**config.mk**
```make
export PLATFORM = sky130hd
export DESIGN_NAME = lcg48_random_draw_unit
export DESIGN_NICKNAME = d
export VERILOG_FILES = /design/src/design/lcg48_pkg.sv /design/src/design/lcg48_random_draw_unit.sv
export SDC_FILE = /design/constraint.sdc
export NUM_CORES = 2
export LEC_CHECK = 0
export BUFFER_PORTS_ARGS = -buffer_cell sky130_fd_sc_hd__buf_2
export CORE_ASPECT_RATIO = 0.8
export CORE_UTILIZATION = 35
export DETAILED_ROUTE_END_ITERATION = 12
export PLACE_DENSITY = 0.54
export SLEW_MARGIN = 20
export SYNTH_ARGS = -nofsm -noshare
export SYNTH_HDL_FRONTEND = slang
export SYNTH_SLANG_ARGS = --single-unit
```
**constraint.sdc**
```tcl
create_clock -name clk_i -period 18 [get_ports clk_i]
set_input_delay 1.8 -clock clk_i [delete_from_list [all_inputs] [get_ports clk_i]]
set_output_delay 1.8 -clock clk_i [all_outputs]
set_load 0.01 [all_outputs]
```
**src/design/lcg48_pkg.sv**
```systemverilog
// Package for the 48-bit LCG draw unit.
// Holds the generator constants and the action codes; no dependencies.
package lcg48_pkg;

  // Generator constants: state = state * MULT + ADD mod 2^48
  localparam logic [34:0] LCG_MULT = 35'h5_DEEC_E66D;
  localparam logic [47:0] LCG_ADD  = 48'hB;

  // Action codes carried in the input tuser field
  localparam logic [2:0] ACT_SEED  = 3'd0;
  localparam logic [2:0] ACT_INT   = 3'd1;
  localparam logic [2:0] ACT_BND   = 3'd2;
  localparam logic [2:0] ACT_LONG  = 3'd3;
  localparam logic [2:0] ACT_BOOL  = 3'd4;
  localparam logic [2:0] ACT_FLT   = 3'd5;
  localparam logic [2:0] ACT_DBL   = 3'd6;
  localparam logic [2:0] ACT_NONE  = 3'd7;

endpackage

```
**src/design/lcg48_random_draw_unit.sv**
```systemverilog
// A seed loads the state directly. Int, boolean, float bits and power-of-two bounds
// advance the state once, long and double bits twice, before the result is registered;
// other bounds run the 31-step serial remainder unit and an overflow check per attempt,
// redrawing on rejection. Throughput: one item at a time; the chunked 16x35 multiplier
// works in 16-bit slices. Reset (async, active low) loads the state of seed zero.
// Top level of the 48-bit LCG draw unit; uses lcg48_pkg.
module lcg48_random_draw_unit (
  input  logic        clk_i,
  input  logic        rst_ni,
  input  logic        s_axis_tvalid,
  output logic        s_axis_tready,
  input  logic [95:0] s_axis_tdata,   // seed_value[63:0], bound[94:64], zero[95]
  input  logic [2:0]  s_axis_tuser,   // action[2:0]
  output logic        m_axis_tvalid,
  input  logic        m_axis_tready,
  output logic [63:0] m_axis_tdata    // value[63:0]
);

  // Sequencer states
  localparam logic [2:0] ST_IDLE = 3'd0;
  localparam logic [2:0] ST_MUL  = 3'd1;
  localparam logic [2:0] ST_DRAW = 3'd2;
  localparam logic [2:0] ST_DIV  = 3'd3;
  localparam logic [2:0] ST_CHK  = 3'd4;
  localparam logic [2:0] ST_FIN  = 3'd5;

  logic [2:0]  st_q;
  logic [47:0] lcg_q;
  logic [47:0] acc_q;
  logic [4:0]  cnt_q;
  logic [2:0]  act_q;
  logic [30:0] bound_q;
  logic        second_q;
  logic [31:0] hi_q;
  logic [30:0] draw_q;
  logic [30:0] div_q;
  logic [30:0] rem_q;
  logic [63:0] res_q;
  logic        m_valid_q;
  logic [63:0] m_data_q;

  logic        in_xfer;
  logic [15:0] chunk;
  logic [50:0] chunk_prod;
  logic [47:0] chunk_term;
  logic [47:0] acc_d;
  logic [31:0] d32;
  logic [30:0] d31;
  logic [25:0] d26;
  logic [26:0] d27;
  logic        bound_pow2;
  logic [61:0] pow2_prod;
  logic [31:0] trial;
  logic [30:0] rem_d;
  logic [32:0] chk;
  logic        out_free;

  assign s_axis_tready = (st_q == ST_IDLE);
  assign in_xfer       = s_axis_tvalid && s_axis_tready;
  assign m_axis_tvalid = m_valid_q;
  assign m_axis_tdata  = m_data_q;
  assign out_free      = !m_valid_q || m_axis_tready;

  // Chunked state multiply: one 16-bit slice of the state per cycle
  always_comb begin
    case (cnt_q[1:0])
      2'd0:    chunk = lcg_q[15:0];
      2'd1:    chunk = lcg_q[31:16];
      default: chunk = lcg_q[47:32];
    endcase
    chunk_prod = 51'(chunk) * 51'(lcg48_pkg::LCG_MULT);
    case (cnt_q[1:0])
      2'd0:    chunk_term = chunk_prod[47:0];
      2'd1:    chunk_term = {chunk_prod[31:0], 16'd0};
      default: chunk_term = {chunk_prod[15:0], 32'd0};
    endcase
    acc_d = ((cnt_q[1:0] == 2'd0) ? lcg48_pkg::LCG_ADD : acc_q) + chunk_term;
  end

  // Raw draws from the top of the freshly advanced state
  assign d32 = lcg_q[47:16];
  assign d31 = lcg_q[47:17];
  assign d26 = lcg_q[47:22];
  assign d27 = lcg_q[47:21];

  assign bound_pow2 = ((bound_q & (bound_q - 31'd1)) == 31'd0);
  assign pow2_prod  = 62'(bound_q) * 62'(d31);

  // Restoring remainder step, one dividend bit per cycle
  always_comb begin
    trial = {rem_q, div_q[30]};
    if (trial >= {1'b0, bound_q}) begin
      rem_d = 31'(trial - {1'b0, bound_q});
    end else begin
      rem_d = trial[30:0];
    end
  end

  // Overflow test of the bounded draw: reject when above 2^31 - 1
  assign chk = {2'b00, draw_q} - {2'b00, rem_q} + {2'b00, bound_q} - 33'd1;

  // Raise the output when a result moves in, drop it once it is taken
  always_ff @(posedge clk_i or negedge rst_ni) begin
    if (!rst_ni) begin
      m_valid_q <= 1'b0;
    end else if (st_q == ST_FIN && out_free) begin
      m_valid_q <= 1'b1;
    end else if (m_axis_tready) begin
      m_valid_q <= 1'b0;
    end
  end

  // Sequencer and datapath registers
  always_ff @(posedge clk_i or negedge rst_ni) begin
    if (!rst_ni) begin
      st_q      <= ST_IDLE;
      lcg_q     <= 48'(lcg48_pkg::LCG_MULT);
      acc_q     <= '0;
      cnt_q     <= '0;
      act_q     <= lcg48_pkg::ACT_NONE;
      bound_q   <= '0;
      second_q  <= 1'b0;
      hi_q      <= '0;
      draw_q    <= '0;
      div_q     <= '0;
      rem_q     <= '0;
      res_q     <= '0;
      m_data_q  <= '0;
    end else begin
      case (st_q)
        ST_IDLE: begin
          if (in_xfer) begin
            act_q    <= s_axis_tuser;
            bound_q  <= s_axis_tdata[94:64];
            second_q <= 1'b0;
            cnt_q    <= '0;
            if (s_axis_tuser == lcg48_pkg::ACT_SEED) begin
              lcg_q <= s_axis_tdata[47:0] ^ 48'(lcg48_pkg::LCG_MULT);
            end else if (s_axis_tuser != lcg48_pkg::ACT_NONE) begin
              st_q <= ST_MUL;
            end
          end
        end
        ST_MUL: begin
          acc_q <= acc_d;
          if (cnt_q[1:0] == 2'd2) begin
            lcg_q <= acc_d;
            st_q  <= ST_DRAW;
          end else begin
            cnt_q <= cnt_q + 5'd1;
          end
        end
        ST_DRAW: begin
          cnt_q <= '0;
          case (act_q)
            lcg48_pkg::ACT_INT: begin
              res_q <= {{32{d32[31]}}, d32};
              st_q  <= ST_FIN;
            end
            lcg48_pkg::ACT_LONG: begin
              if (!second_q) begin
                hi_q     <= d32;
                second_q <= 1'b1;
                st_q     <= ST_MUL;
              end else begin
                res_q <= {hi_q, 32'd0} + {{32{d32[31]}}, d32};
                st_q  <= ST_FIN;
              end
            end
            lcg48_pkg::ACT_BOOL: begin
              res_q <= {63'd0, lcg_q[47]};
              st_q  <= ST_FIN;
            end
            lcg48_pkg::ACT_FLT: begin
              res_q <= {38'd0, d26};
              st_q  <= ST_FIN;
            end
            lcg48_pkg::ACT_DBL: begin
              if (!second_q) begin
                hi_q     <= {6'd0, d26};
                second_q <= 1'b1;
                st_q     <= ST_MUL;
              end else begin
                res_q <= {11'd0, hi_q[25:0], d27};
                st_q  <= ST_FIN;
              end
            end
            lcg48_pkg::ACT_BND: begin
              draw_q <= d31;
              if (bound_pow2) begin
                res_q <= {33'd0, pow2_prod[61:31]};
                st_q  <= ST_FIN;
              end else begin
                div_q <= d31;
                rem_q <= '0;
                st_q  <= ST_DIV;
              end
            end
            default: begin
              st_q <= ST_IDLE;
            end
          endcase
        end
        ST_DIV: begin
          rem_q <= rem_d;
          div_q <= {div_q[29:0], 1'b0};
          if (cnt_q == 5'd30) begin
            st_q <= ST_CHK;
          end else begin
            cnt_q <= cnt_q + 5'd1;
          end
        end
        ST_CHK: begin
          cnt_q <= '0;
          if (chk[32:31] != 2'b00) begin
            st_q <= ST_MUL;
          end else begin
            res_q <= {33'd0, rem_q};
            st_q  <= ST_FIN;
          end
        end
        ST_FIN: begin
          // hold the result until the output register is free
          if (out_free) begin
            m_data_q  <= res_q;
            st_q      <= ST_IDLE;
          end
        end
        default: begin
          st_q <= ST_IDLE;
        end
      endcase
    end
  end

endmodule

```
# ---- Word level (Yosys, flattened, before mapping)
# Index checks and enable logic that the tools add are counted.
dict set report totals {
  inputBits 103
  reg_bits 393
  n_memories 0
  elab_cells 133
  out_inout_bits 66
  latchBits 0
  ram_bits 0
  rom_bits 0
}
dict set report op_classes {
  order_cmp 1
  bitwise_logic 2
  mul 2
  div_mod_pow 0
  eq_ne 34
  n_addsub 8
  shifts 0
  n_mux 43
  reduce_logical 29
}
# operator n
set op_table {}
lappend op_table {{$pmux W64 S6} 1}
lappend op_table {{$mux W64} 4}
lappend op_table {{$mux W48} 4}
lappend op_table {{$pmux W48 S2} 2}
lappend op_table {{$mux W31} 5}
lappend op_table {{$pmux W64 S2} 1}
lappend op_table {{$pmux W31 S2} 2}
lappend op_table {{$add A64 B64 Y64} 1}
lappend op_table {{$mux W32} 2}
lappend op_table {{$pmux W32 S2} 1}
lappend op_table {{$mul A31 B31 Y62} 1}
lappend op_table {{$add A48 B48 Y48} 1}
lappend op_table {{$mul A16 B35 Y48 const B} 1}
lappend op_table {{$add A32 B32 Y33} 1}
lappend op_table {{$sub A33 B1 Y33 const B} 1}
lappend op_table {{$ge A32 B31 Y1} 1}
lappend op_table {{$pmux W16 S2} 1}
lappend op_table {{$sub A31 B31 Y32} 1}
lappend op_table {{$and A31 B31 Y31} 1}
lappend op_table {{$logic_not A31 Y1} 1}
lappend op_table {{$sub A31 B1 Y31 const B} 1}
lappend op_table {{$sub A31 B31 Y31} 1}
lappend op_table {{$mux W3} 9}
lappend op_table {{$ne A2 B2 Y1 const B} 12}
lappend op_table {{other kinds (30)} 63}

# ---- Longest topological paths before layout
dict set report depth {
  word_depth 7
  mapped_depth 43
  mapped_depth_nobuf 40
}

# ---- Least setup slack after synthesis
# Ideal clock, no wire load.
dict set report synth_timing {
  kind {register to register}
  from {reg cnt_q[1]}
  to {reg lcg_q[47]}
  path_buffers 4
  setup_time_ns 0.137
  t_arrival_ns 9.362
  synth_period_minus_slack_ns 9.499
  stages_incl_launch_ff 42
  t_required_ns 17.863
  slack_ns 8.501
  path_cell_list {dfrtp_1 inv_1 ha_1 inv_1 buf_1 clkbuf_1 nor2_1 o21ai_0 o21a_1 inv_1 fa_1 fa_1 fa_1 inv_1 fa_1 fa_1 inv_1 fa_1 (+6 left out) nand2_1 a311oi_1 o31ai_1 a221oi_2 o21bai_1 xnor2_1 o221ai_1 ha_1 clkbuf_1 a21o_1 a21oi_1 o21bai_1 nor3_1 o311a_1 nor2_1 a311oi_1 xor2_1 a21oi_1}
}
dict set report synth_via {
  elab_chain_cells 7
  word_cells_on_any_way 12
  cone_classes {1 x add/sub; 1 x mul; 3 x eq/ne; 5 x mux; 2 x reduce/logical}
}
# item line
set synth_lines {}
lappend synth_lines {{start, declared} lcg48_random_draw_unit.sv:30} ;# logic [4:0] cnt_q;
lappend synth_lines {{start signal, assigned} lcg48_random_draw_unit.sv:150} ;# cnt_q <= cnt_q + 5'd1;
lappend synth_lines {{start signal, assigned} lcg48_random_draw_unit.sv:210} ;# cnt_q <= cnt_q + 5'd1;
lappend synth_lines {{$eq A2 B1 Y1 / $logic_not A2 Y1 (equally long branches)} {lcg48_random_draw_unit.sv:66, lcg48_random_draw_unit.sv:72, lcg48_random_draw_unit.sv:77}}
lappend synth_lines {{$pmux W16 S2} lcg48_random_draw_unit.sv:66} ;# case (cnt_q[1:0])
lappend synth_lines {{$mul A16 B35 Y48} lcg48_random_draw_unit.sv:71} ;# chunk_prod = 51'(chunk) * 51'(lcg48_pkg::LCG_MULT);
lappend synth_lines {{$pmux W48 S2} lcg48_random_draw_unit.sv:72} ;# case (cnt_q[1:0])
lappend synth_lines {{$add A48 B48 Y48} lcg48_random_draw_unit.sv:77} ;# acc_d = ((cnt_q[1:0] == 2'd0) ? lcg48_pkg::LCG_ADD : acc_q) + chunk_term;
lappend synth_lines {{$mux W48} lcg48_random_draw_unit.sv:146} ;# if (cnt_q[1:0] == 2'd2) begin
lappend synth_lines {{$pmux W48 S2} lcg48_random_draw_unit.sv:130} ;# case (st_q)
lappend synth_lines {{end signal, assigned} lcg48_random_draw_unit.sv:117} ;# lcg_q <= 48'(lcg48_pkg::LCG_MULT);
lappend synth_lines {{end signal, assigned} lcg48_random_draw_unit.sv:138} ;# lcg_q <= s_axis_tdata[47:0] ^ 48'(lcg48_pkg::LCG_MULT);
lappend synth_lines {{end, declared} lcg48_random_draw_unit.sv:28} ;# logic [47:0] lcg_q;
# Parallel ways exist; a longest one is shown, timed or not. The select of a mux whose other input is x is not followed.
# A chain may end at the register's enable or synchronous reset.

# ---- Worst setup path after layout
dict set report layout_timing {
  from {reg cnt_q[0]}
  to {reg lcg_q[47]}
}
# Same word-level chain as after synthesis.

==> impl_metrics.csv <==
group,metric,value,unit
critical_path,critPathCaptureType,"flop",
critical_path,slowest_stage,"nor2_1",
synth,ys_types,81,
hold_path,hold_path_class,"flop to flop",
clock_tree,cts_tree,"done",
critical_path,arrival,13750,ps
final_layout,fill_cells,19140,
routing,vias,54150,
routing,via_per_inst,5.398,
clock_tree,cts_max_path_buffers,3,
critical_path,start_kind,"flop",
global_routing,grt.met1_usage,0.3666,
global_routing,grt_overflow,0,
synth,ys_ff_latch,393,
clock_tree,ctsResizeCount,0,
synth,seq_area_frac_synth,0.1478,
run,cap_violations,0,
critical_path,reg2reg_to,"lcg_q[47]",
timing,clock.fmax,0.07548,GHz
final_layout,layout_common_cells,"inv_1, nand2_1, fa_1, ha_1, dfrtp_1",
place,dpl_cell_area,0.06999,sq mm
clock_tree,cts.htree.levels,2,
clock_tree,clk_latency,680,ps
timing,setup-tns-final,0,ps
synth,synth_area,0.06674,sq mm
final_layout,area_delta_synth_final,7.860,%
timing,timing.hold.ws,456.8,ps
critical_path,cp_slowest_stage_delay,940,ps
clock_tree,cts-hold-fix-buffers,0,
global_routing,globalRouteTotalUtil,0.2485,
timing,fin_ws,4752,ps
timing,fin_worst_skew,73.54,ps
routing,drt_wl_total,237300,um
hold_path,whs_path_depth,2,
global_routing,grt_pass1_vias,55370,
clock_tree,post_cts_buffers,0,
floorplan,fp.dieW,490.2,um
timing,setup_viol,0,
critical_path,rr_worst_depth,38,
critical_path,r2r-start,"cnt_q[0]",
global_routing,grt.busiest_layer,"met1",
clock_tree,root_buffer,"clkbuf_16",
synth,synth_edf_count,0,
place,routabilityCongestion,0.9374,
clock_tree,path_clk_slew,60,ps
final_layout,nets,9252,
critical_path,r2r_slack,4750,ps
hold_path,whs_endpoint,"lcg_q[14]",
synth,async_reset_ff_frac,1.000,
routing,drt_iter0_drc,4646,
global_routing,met3_usage,0.05847,
critical_path,crit_required,18500,ps
final_layout,final_common_cell,"inv_1",
floorplan,dieArea,0.1925,sq mm
final_layout,finalInstanceArea,0.07199,sq mm
place,dp_hpwl,173900,um
hold_path,worstHoldStart,"lcg_q[14]",
floorplan,initial_core_util,0.3544,
global_routing,grt_max_degree,144,
timing,relSlewSlack,0.1400,
timing,fin_crit,13250,ps
synth,synth_fp_nets,9362,
timing,period_share,0.7360,
routing,ant_nets,0,
routing,post-route-drc-count,0,
clock_tree,numCtsBuffers,51,
timing,grt_setup_unrepaired,"no",
critical_path,worstSetupPathType,"flop to flop",
clock_tree,cts.sinks,393,
status,status,"completed",
floorplan,ios,169,
place,port_buffers,151,
routing,wire_per_inst,23.65,um
routing,drtPass1Iterations,7,
global_routing,antenna_found_initial,22,
floorplan,coreArea,0.1883,sq mm
synth,ys_warn_count,0,
global_routing,grtUsageMet2,0.3597,
timing,worst_pin_slew,1282,ps
timing,hold_viol,0,
final_layout,drive_above_1_share,0.07699,
place,post-place-ws,4920,ps
synth,syn_avg_cell_area,8.807,sq um
synth,synthCells,7578,
floorplan,rows,142,
synth,ys.flop_type,"dfrtp_1",
critical_path,crit_fanout,27,
global_routing,grt_pass1_wl,358900,um
timing,drv_slew,0,
floorplan,fp.dieH,392.6,um
[layout make-up]
| type | count | area (sq um) | share of cell area |
|---|---|---|---|
| clock inverter | 29 | 549.3 | 0.007630 |
| inverter | 1402 | 5263 | 0.07310 |
| tap | 2520 | 3153 | 0.04380 |
| clock buffer | 63 | 1413 | 0.01962 |
| timing repair buffer | 257 | 1587 | 0.02204 |
| antenna | 5 | 12.51 | 0.0001738 |
| sequential | 393 | 9892 | 0.1374 |
| multi-input combinational | 5363 | 50120 | 0.6962 |
[kinds of logic (layout without fill, tap and decap cells)]
group,after synthesis,in the layout,synth area share
XOR/XNOR,179,179,0.02349
AND/OR/NAND/NOR,2099,2099,0.1402
flip-flops,393,393,0.1478
other,0,5,0
multiplexers,151,151,0.02463
AO/OA/AOI/OAI,1251,1251,0.1253
buffers and inverters,1822,1751,0.1033
adder cells (fa/ha/maj),1683,1683,0.4352
[sequential cells by signal, summed over array words and instances (netlist names)]
signal         flops
acc_q             48
act_q              3
bound_q           31
cnt_q              5
div_q             31
draw_q            31
hi_q              32
lcg_q             48
m_axis_tdata      64
m_axis_tvalid      1
rem_q             31
res_q             64
second_q           1
st_q               3
[worst max path at each step]
stage | depth (start not counted) | endpoint | startpoint | slack [ps]
after floorplan | 41 | lcg_q[47] | cnt_q[1] | 8500
after global placement | 38 | lcg_q[47] | cnt_q[0] | 5080
after detailed placement | 38 | lcg_q[47] | cnt_q[0] | 4920
after CTS | 38 | lcg_q[47] | cnt_q[0] | 4950
after global routing | 38 | lcg_q[47] | cnt_q[0] | 3990
final | 38 | lcg_q[47] | cnt_q[0] | 4750
[synthesized netlist by cell type (all sizes together) (104+ instances only)]
master / n / share of area
inv: 1400 / 0.079
nand2: 1218 / 0.069
fa: 1065 / 0.32
ha: 616 / 0.12
dfrtp: 367 / 0.14
clkbuf: 354 / 0.020
o21ai: 311 / 0.023
nor2: 266 / 0.015
a21oi: 243 / 0.018
and2: 209 / 0.020
a21o: 162 / 0.018
mux2: 106 / 0.018
xnor2: 104 / 0.014
[metrics by stage]
| step | utilization | cells |
|---|---|---|
| final | 0.3822 | 10030 |
| after CTS | 0.3821 | 10030 |
| after floorplan | - | 7578 |
| after detailed placement | 0.3717 | 9935 |
| after global placement | 0.3716 | 9935 |
| after global routing | 0.3822 | 10030 |
[critical path, delay by kind of cell, from the launching register on]
| kind | cells | cell delay (ps) |
|---|---|---|
| buf+inv | 5 | 1260 |
| simple gates | 5 | 1700 |
| xor+xnor | 3 | 600 |
| fa+ha+maj | 9 | 4060 |
| flops | 1 | 440 |
| compound gates | 16 | 5050 |
[routing by layer]
| metal | routed length (um) | up-vias |
|---|---|---|
| met5 | 136 | - |
| met4 | 6660 | 6 |
| met3 | 23870 | 380 |
| met2 | 96790 | 2401 |
| met1 | 109800 | 27500 |
| li1 | - | 23870 |
Power is left out: the tool's default activity adds up to more than one toggle a clock period on the data nets, which glitch-free logic cannot reach.
